$ cat config.mk
export PLATFORM = sky130hd
export DESIGN_NAME = pcm_frame_volume_upsampler_core
export DESIGN_NICKNAME = d
export VERILOG_FILES = /design/src/hdl/pfvu_pkg.sv /design/src/hdl/pcm_frame_volume_upsampler_core.sv
export VERILOG_INCLUDE_DIRS = /design/src /design/src/hdl
export SDC_FILE = /design/constraint.sdc
export NUM_CORES = 1
export LEC_CHECK = 0
export BUFFER_PORTS_ARGS = -buffer_cell sky130_fd_sc_hd__buf_2
export CAP_MARGIN = 20
export CORE_AREA = 8 8 252 375
export DETAILED_ROUTE_END_ITERATION = 10
export DIE_AREA = 0 0 260 383
export GPL_TIMING_DRIVEN = 0
export PLACE_DENSITY = 0.54
export SETUP_SLACK_MARGIN = 0.1
export SYNTH_ARGS = -nofsm -noshare
export SYNTH_HDL_FRONTEND = slang
export SYNTH_SLANG_ARGS = --single-unit
$ cat constraint.sdc
create_clock -name clk -period 15 [get_ports clk]
set_input_delay 3 -clock clk [delete_from_list [all_inputs] [get_ports clk]]
set_output_delay 3 -clock clk [all_outputs]
set_load 0.005 [all_outputs]
$ cat src/hdl/pcm_frame_volume_upsampler_core_macros.svh
// Assertion macros shared by the upsampler RTL.
`ifndef PCM_FRAME_VOLUME_UPSAMPLER_CORE_MACROS_SVH
`define PCM_FRAME_VOLUME_UPSAMPLER_CORE_MACROS_SVH

// Same-cycle implication, checked outside reset.
`define PFVU_ASSERT_NOW(label, ante, cons, msg) \
  label: assert property (@(posedge clk) disable iff (rst) (ante) |-> (cons)) \
    else $error(msg);

// Next-cycle implication, checked outside reset.
`define PFVU_ASSERT_NEXT(label, ante, cons, msg) \
  label: assert property (@(posedge clk) disable iff (rst) (ante) |=> (cons)) \
    else $error(msg);

`endif

$ cat src/hdl/pfvu_pkg.sv
// Package with register map, reset values and widths of the upsampler.
`default_nettype none

package pfvu_pkg;

  // Register map (index = paddr[3:2])
  localparam logic [1:0] REG_SAMPLE_IS_16BIT = 2'd0;
  localparam logic [1:0] REG_STEREO          = 2'd1;
  localparam logic [1:0] REG_VOLUME          = 2'd2;
  localparam logic [1:0] REG_UPSAMPLE_SHIFT  = 2'd3;

  // Register reset values
  localparam logic       RST_SAMPLE_IS_16BIT = 1'b1;
  localparam logic       RST_STEREO          = 1'b1;
  localparam logic [7:0] RST_VOLUME          = 8'd200;
  localparam logic [1:0] RST_UPSAMPLE_SHIFT  = 2'd0;

  // Largest supported shift code; higher codes saturate to it
  localparam logic [1:0] MAX_SHIFT = 2'd2;

  // 8-bit samples are centered by flipping the top bit (value - 128)
  localparam logic [7:0] CENTER_MASK = 8'h80;

endpackage

`default_nettype wire

$ cat src/hdl/pcm_frame_volume_upsampler_core.sv
// Top level: PCM frame decode, volume scaling and linear-interpolation upsampler.
//
//  Channel   Direction  Handshake                  Payload
//  -------   ---------  -------------------------  --------------------------------------
//  frame     in         frame_valid / frame_stall  frame_bytes, clear_history
//  sample    out        sample_valid/sample_stall  left_sample, right_sample, last_of_run
//  config    in         APB psel/penable/pwrite    paddr[3:2] register, pwdata, prdata
//
//  Each frame gives 1, 2 or 4 output transactions (factor = 2^upsample_shift, code 3 as 4),
//  one per cycle unless the output stalls; the run counter in the interpolation stage counts
//  them. A frame passes the frame, run and output registers before its first output.
//  Reset (rst, synchronous) restores the register defaults and clears the stored samples.
//  A stall on the output holds the output register; the frame register still accepts one
//  transaction while a run is in progress or a result waits.
`default_nettype none

module pcm_frame_volume_upsampler_core (
  input  wire logic               clk,
  input  wire logic               rst,
  // configuration port
  input  wire logic               psel,
  input  wire logic               penable,
  input  wire logic               pwrite,
  input  wire logic [3:0]         paddr,
  input  wire logic [31:0]        pwdata,
  output logic      [31:0]        prdata,
  output logic                    pready,
  // frame input
  input  wire logic               frame_valid,
  output logic                    frame_stall,
  input  wire logic [31:0]        frame_bytes,
  input  wire logic               clear_history,
  // sample output
  output logic                    sample_valid,
  input  wire logic               sample_stall,
  output logic signed [15:0]      left_sample,
  output logic signed [15:0]      right_sample,
  output logic                    last_of_run
);

  // Configuration registers
  logic       sample_is_16bit;
  logic       stereo;
  logic [7:0] volume;
  logic [1:0] upsample_shift;

  logic       cfg_write;
  assign cfg_write = psel && penable && pwrite;
  assign pready    = 1'b1;

  // Write registers on the access cycle
  always_ff @(posedge clk) begin
    if (rst) begin
      sample_is_16bit <= pfvu_pkg::RST_SAMPLE_IS_16BIT;
      stereo          <= pfvu_pkg::RST_STEREO;
      volume          <= pfvu_pkg::RST_VOLUME;
      upsample_shift  <= pfvu_pkg::RST_UPSAMPLE_SHIFT;
    end else if (cfg_write) begin
      case (paddr[3:2])
        pfvu_pkg::REG_SAMPLE_IS_16BIT: sample_is_16bit <= pwdata[0];
        pfvu_pkg::REG_STEREO:          stereo          <= pwdata[0];
        pfvu_pkg::REG_VOLUME:          volume          <= pwdata[7:0];
        pfvu_pkg::REG_UPSAMPLE_SHIFT:  upsample_shift  <= pwdata[1:0];
        default: ;
      endcase
    end
  end

  // Read back registers
  always_comb begin
    case (paddr[3:2])
      pfvu_pkg::REG_SAMPLE_IS_16BIT: prdata = {31'd0, sample_is_16bit};
      pfvu_pkg::REG_STEREO:          prdata = {31'd0, stereo};
      pfvu_pkg::REG_VOLUME:          prdata = {24'd0, volume};
      pfvu_pkg::REG_UPSAMPLE_SHIFT:  prdata = {30'd0, upsample_shift};
      default:                       prdata = 32'd0;
    endcase
  end

  // Effective shift and last run index
  logic [1:0] shift_eff;
  logic [1:0] last_idx;
  assign shift_eff = (upsample_shift >= pfvu_pkg::MAX_SHIFT) ? pfvu_pkg::MAX_SHIFT
                                                            : upsample_shift;
  always_comb begin
    case (shift_eff)
      2'd0:    last_idx = 2'd0;
      2'd1:    last_idx = 2'd1;
      default: last_idx = 2'd3;
    endcase
  end

  // ---------------------------------------------------------------- stage 1
  logic        s1_valid;
  logic [31:0] s1_bytes;
  logic        s1_clear;
  logic        s1_move;

  logic        run_valid;
  logic [1:0]  run_idx;
  logic        run_done;
  logic        out_load;

  assign out_load    = run_valid && (!sample_valid || !sample_stall);
  assign run_done    = out_load && (run_idx == last_idx);
  assign s1_move     = s1_valid && (!run_valid || run_done);
  assign frame_stall = s1_valid && !s1_move;

  // Capture a frame transaction
  always_ff @(posedge clk) begin
    if (rst) begin
      s1_valid <= 1'b0;
    end else if (!frame_stall) begin
      s1_valid <= frame_valid;
    end
  end

  always_ff @(posedge clk) begin
    if (frame_valid && !frame_stall) begin
      s1_bytes <= frame_bytes;
      s1_clear <= clear_history;
    end
  end

  // Decode samples from the frame bytes
  logic signed [15:0] samp_l;
  logic signed [15:0] samp_r;
  always_comb begin
    if (sample_is_16bit) begin
      samp_l = $signed(s1_bytes[15:0]);
      samp_r = stereo ? $signed(s1_bytes[31:16]) : $signed(s1_bytes[15:0]);
    end else begin
      samp_l = $signed({s1_bytes[7:0] ^ pfvu_pkg::CENTER_MASK, 8'h00});
      samp_r = stereo ? $signed({s1_bytes[15:8] ^ pfvu_pkg::CENTER_MASK, 8'h00})
                      : $signed({s1_bytes[7:0] ^ pfvu_pkg::CENTER_MASK, 8'h00});
    end
  end

  // Scale by volume, floor shift by eight
  logic signed [8:0]  vol_s;
  logic signed [24:0] prod_l;
  logic signed [24:0] prod_r;
  logic signed [15:0] scaled_l;
  logic signed [15:0] scaled_r;
  assign vol_s    = $signed({1'b0, volume});
  assign prod_l   = samp_l * vol_s;
  assign prod_r   = samp_r * vol_s;
  assign scaled_l = prod_l[23:8];
  assign scaled_r = prod_r[23:8];

  // Stored previous frame, zeroed by the clear flag
  logic signed [15:0] previous_left;
  logic signed [15:0] previous_right;
  logic signed [15:0] base_l;
  logic signed [15:0] base_r;
  assign base_l = s1_clear ? 16'sd0 : previous_left;
  assign base_r = s1_clear ? 16'sd0 : previous_right;

  always_ff @(posedge clk) begin
    if (rst) begin
      previous_left  <= 16'sd0;
      previous_right <= 16'sd0;
    end else if (s1_move) begin
      previous_left  <= scaled_l;
      previous_right <= scaled_r;
    end
  end

  // ---------------------------------------------------------- run stage
  logic signed [15:0] run_base_l;
  logic signed [15:0] run_base_r;
  logic signed [16:0] run_diff_l;
  logic signed [16:0] run_diff_r;

  // Advance the run counter, reload from stage 1
  always_ff @(posedge clk) begin
    if (rst) begin
      run_valid <= 1'b0;
      run_idx   <= 2'd0;
    end else if (s1_move) begin
      run_valid <= 1'b1;
      run_idx   <= 2'd0;
    end else if (run_done) begin
      run_valid <= 1'b0;
    end else if (out_load) begin
      run_idx   <= run_idx + 2'd1;
    end
  end

  always_ff @(posedge clk) begin
    if (s1_move) begin
      run_base_l <= base_l;
      run_base_r <= base_r;
      run_diff_l <= {scaled_l[15], scaled_l} - {base_l[15], base_l};
      run_diff_r <= {scaled_r[15], scaled_r} - {base_r[15], base_r};
    end
  end

  // Interpolate: base + trunc(diff * k / factor)
  logic signed [3:0]  k_s;
  logic signed [19:0] num_l;
  logic signed [19:0] num_r;
  logic signed [19:0] bias;
  logic signed [19:0] quo_l;
  logic signed [19:0] quo_r;
  logic signed [15:0] interp_l;
  logic signed [15:0] interp_r;

  assign k_s   = $signed({2'b00, run_idx} + 4'd1);
  assign num_l = run_diff_l * k_s;
  assign num_r = run_diff_r * k_s;
  assign bias  = $signed((20'd1 << shift_eff) - 20'd1);
  assign quo_l = (num_l + (num_l[19] ? bias : 20'sd0)) >>> shift_eff;
  assign quo_r = (num_r + (num_r[19] ? bias : 20'sd0)) >>> shift_eff;
  assign interp_l = run_base_l + quo_l[15:0];
  assign interp_r = run_base_r + quo_r[15:0];

  // ------------------------------------------------------- output register
  always_ff @(posedge clk) begin
    if (rst) begin
      sample_valid <= 1'b0;
    end else if (!sample_valid || !sample_stall) begin
      sample_valid <= run_valid;
    end
  end

  always_ff @(posedge clk) begin
    if (out_load) begin
      left_sample  <= interp_l;
      right_sample <= interp_r;
      last_of_run  <= (run_idx == last_idx);
    end
  end

  // ------------------------------------------------------------ assertions
`include "pcm_frame_volume_upsampler_core_macros.svh"

  `PFVU_ASSERT_NOW(a_idx_in_range, run_valid, run_idx <= last_idx, "run index past factor")
  `PFVU_ASSERT_NEXT(a_run_start, s1_move, run_valid && run_idx == 2'd0, "run did not start")
  `PFVU_ASSERT_NEXT(a_step, out_load && !run_done, run_idx == $past(run_idx) + 2'd1, "no step")
  `PFVU_ASSERT_NEXT(a_run_end, run_done && !s1_move, !run_valid, "run did not end")

endmodule

`default_nettype wire
==> metrics.md <==
| Metric | Value |
|---|---|
| Status | `complete, no violations` |
| Syn Inst Count | `between 2000 and 3000` |
| Area of the multi-input gates | `16800 um2` |
| Layout cell share with drive strength beyond 1 | `7.22%` |
| Final Non-Filler Cells | `3982` |
| # diodes | `0` |
| Setup violations, final | `0` |
| Synth cell types | `87` |
| Synth area leader | `fa_1` |
| Die height | `about 380 um` |
| WHS Endpoint | `previous_left[6]` |
| CTS max path bufs | `2` |
| Crit path from | `run_idx[1]` |
| Critical Path RT | `approximately 15 ns` |
| Worst relative slew slack | `between 30% and 40%` |
| Post-Synth Simple-Gate Area | `approximately 18%` |
| Reg area | `4940 um2` |
| Setup repair bufs after CTS | `0` |
| Hold path depth | `2` |
| Post-DP Area | `roughly 26000 um2` |
| Post-CTS Hold Buffers | `0` |
| Top cells by area, synth | `fa_1, edfxtp_1, ha_1` |
| Clock latency on the worst-skew pair | `around 0.48 ns` |
| F_max | `110 MHz` |
| Reg2reg end | `right_sample[15]` |
| R2R Setup Slk | `between 5 and 6 ns` |
| Wire per inst | `around 16 um` |
| Sequential area share after synthesis | `roughly a fifth` |
| Max Slew Vio Count | `0` |
| Vias | `about 18000` |
| Worst-Margin Slew | `~0.92 ns` |
| TNS Setup | `0 ns` |
| Drt first pass iters | `5` |
| Number of synthesized register bits | `around 180` |
| CTS tree | `built` |
| Final min period | `slightly above 9 ns` |
| Power per cell area | `~150 nW/um2` |
| Worst path slowest cell | `ha_1` |
| Ports | `between 100 and 150` |
| Adder-Cell Fraction of Synth Area | `around a third` |
| Yosys top cell area share | `20.0%` |
| Final hold viol count | `0` |
| Syn Std Cell Area | `around 24000 um2` |
| Critical path class | `reg2reg` |
| CP endpoint kind | `register` |
| Starting Density | `a little over a quarter` |
| Peak supply drop | `~0.000094 V` |
| Final core occ | `between 20% and 30%` |
| Synth Area in XOR/XNOR | `approximately 5.6%` |
| Final nets | `3382` |
| Design area | `around 27000 um2` |
| Max stage delay on crit path | `0.52 ns` |
| Total track usage | `roughly an eighth` |
| Vias/cell | `4.46` |
| Hold Crit Class | `reg2reg` |
| Area grow syn2layout | `11.3%` |
| Most frequent cells in the layout | `inv_1, ha_1, fa_1` |
| Post-synth EDFFs | `roughly 130` |
| Critical Path AT | `slightly above 9 ns` |
| Row count | `between 100 and 150` |
| Antenna violations before repair | `2` |
| Post-CTS sizing | `0` |
| Routability cong. | `roughly 0.9` |
| DIE AREA | `around 100000 um2` |
| Global-route wire length before repair | `around 100 mm` |
| Final antenna-violating net count | `0` |
| Routed wire length | `around 64 mm` |
| Largest family of logic cells by synthesized area | `adder cells` |
| RSZ-0062 raised after global routing | `no` |
| Setup Skew | `a little under 0.02 ns` |
| GRT Residual Overflow | `0` |
| Static Leak | `~13 nW` |
| Largest net degree at the start of global routing | `42` |
| Port bufs | `91` |
| Synth Area in Compound Gates | `10.1%` |
| Final period util | `between 60% and 70%` |
| Fraction of registers with async set/reset | `0%` |
| CP max FO | `10` |
| Clock Tree Root | `clkbuf_16` |
| Core area | `between 80000 and 90000 um2` |
| Width of the die | `between 200 and 300 um` |
| Number of global-route vias before repair | `roughly 19000` |
| Top FF cell, synth | `edfxtp_1` |
| R2R depth | `38` |
| DPL Wire Length | `55.6 mm` |
| Initial DRC count | `between 600 and 700` |
| HP Start | `previous_left[6]` |
| Cells after DPL | `roughly 4000` |
| YS warnings | `0` |
| # DRC | `0` |
| Mean Syn Cell Area | `8.99 um2` |
| # fillers | `9426` |
| H-tree levels | `4` |
| Proportion of synthesized area in mux cells | `approximately 2.6%` |
| Worst setup SP type | `register` |
| Commonest non-fill, non-tap cell in the layout | `inv_1` |
| Inserted Clock Buffers | `17` |
| Reg2Reg Launch Point | `run_idx[1]` |
| CP most frequent cell | `ha_1` |
| Final hold slack | `roughly 0.46 ns` |
| CTS Sinks | `~180` |
| Clk slew on worst S/H paths | `around 0.070 ns` |
| Max-cap violation count | `0` |
[synth_stat cells (all sizes together), types with 8 or more instances]
cell,instances
a211oi,18
a21boi,13
a21o,31
a21oi,119
and2,190
and3,48
buf,36
clkbuf,75
dfxtp,49
edfxtp,132
fa,238
ha,254
inv,472
mux2,8
mux2i,50
nand2,208
nand2b,75
nand3,61
nor2,122
nor2b,39
nor3,41
o211ai,10
o21a,9
o21ai,79
o21bai,18
or2,8
or3,15
xnor2,111
xor2,34
[worst max path at each step]
stage                       end  slack (ns)  depth (start not counted)
2_1_floorplan  right_sample[15]        7.55                         38
3_3_place_gp   right_sample[15]        5.83                         38
3_5_place_dp   right_sample[15]        5.80                         38
4_1_cts        right_sample[15]        5.81                         38
5_1_grt         left_sample[15]        5.22                         37
6_report       right_sample[15]        5.92                         38
[sequential cells by signal, indices dropped and copies added, names as in the netlist, 2 cells and up]
signal and flops:
s1_bytes 32, run_diff_l 17, run_diff_r 17, left_sample 16
previous_left 16, previous_right 16, right_sample 16, run_base_l 16
run_base_r 16, volume 8, run_idx 2, upsample_shift 2
[logic make-up (layout without fill, tap and decap cells)]
kind of cell,count (synthesis),in the layout
simple gates,828,828
fa+ha+maj,492,492
xor+xnor,146,146
mux,59,59
flops,181,181
compound gates,358,358
other cells,2,52
buf+inv,584,710
[per-stage QoR]
stage,total power [mW],worst slack [ns]
5_1_grt,4.48,5.22
6_report,4.06,5.92
3_5_place_dp,3.66,5.80
2_1_floorplan,3.01,7.55
3_3_place_gp,3.63,5.83
4_1_cts,4.10,5.81
[layer usage]
layer | share of wire (%) | global-route usage, % | vias to the layer above | wire [um]
met5 | 0 | 0 | - | 0
met4 | 4.4 | 6.38 | 0 | 2820
li1 | - | - | 8845 | -
met1 | 38 | 13.3 | 8463 | 24300
met2 | 55 | 25.5 | 342 | 35300
met3 | 2.5 | 1.29 | 115 | 1590
[worst max-delay path, delay by kind of cell, from the launching register on]
| family | cells | cell delay [ns] |
|---|---|---|
| buffers and inverters | 5 | 0.78 |
| muxes | 1 | 0.11 |
| and+or+nand+nor | 6 | 1.07 |
| adders and majority gates | 7 | 2.50 |
| AOI/OAI and AO/OA | 15 | 3.23 |
| DFF | 1 | 0.36 |
| xor gates and xnor gates | 4 | 0.73 |
[layout make-up]
class                           count  area share (%)
Sequential cell                   181            18.6
Tap cell                         1156            5.45
Inverter                          473            6.69
Clock buffer                       19            1.63
Buffer                            111            2.04
Multi-Input combinational cell   1935            63.2
Timing Repair Buffer               95            2.03
Clock inverter                     12           0.321
[where the power goes]
part,leakage (nW),total (mW),internal [mW],switching [mW]
clock network,0.245,0.423,0.210,0.212
logic,10.6,2.81,1.20,1.61
registers,1.65,0.824,0.766,0.0576
total,12.5,4.06,2.17,1.88
Note: power is estimated with default switching activity, not from simulation.
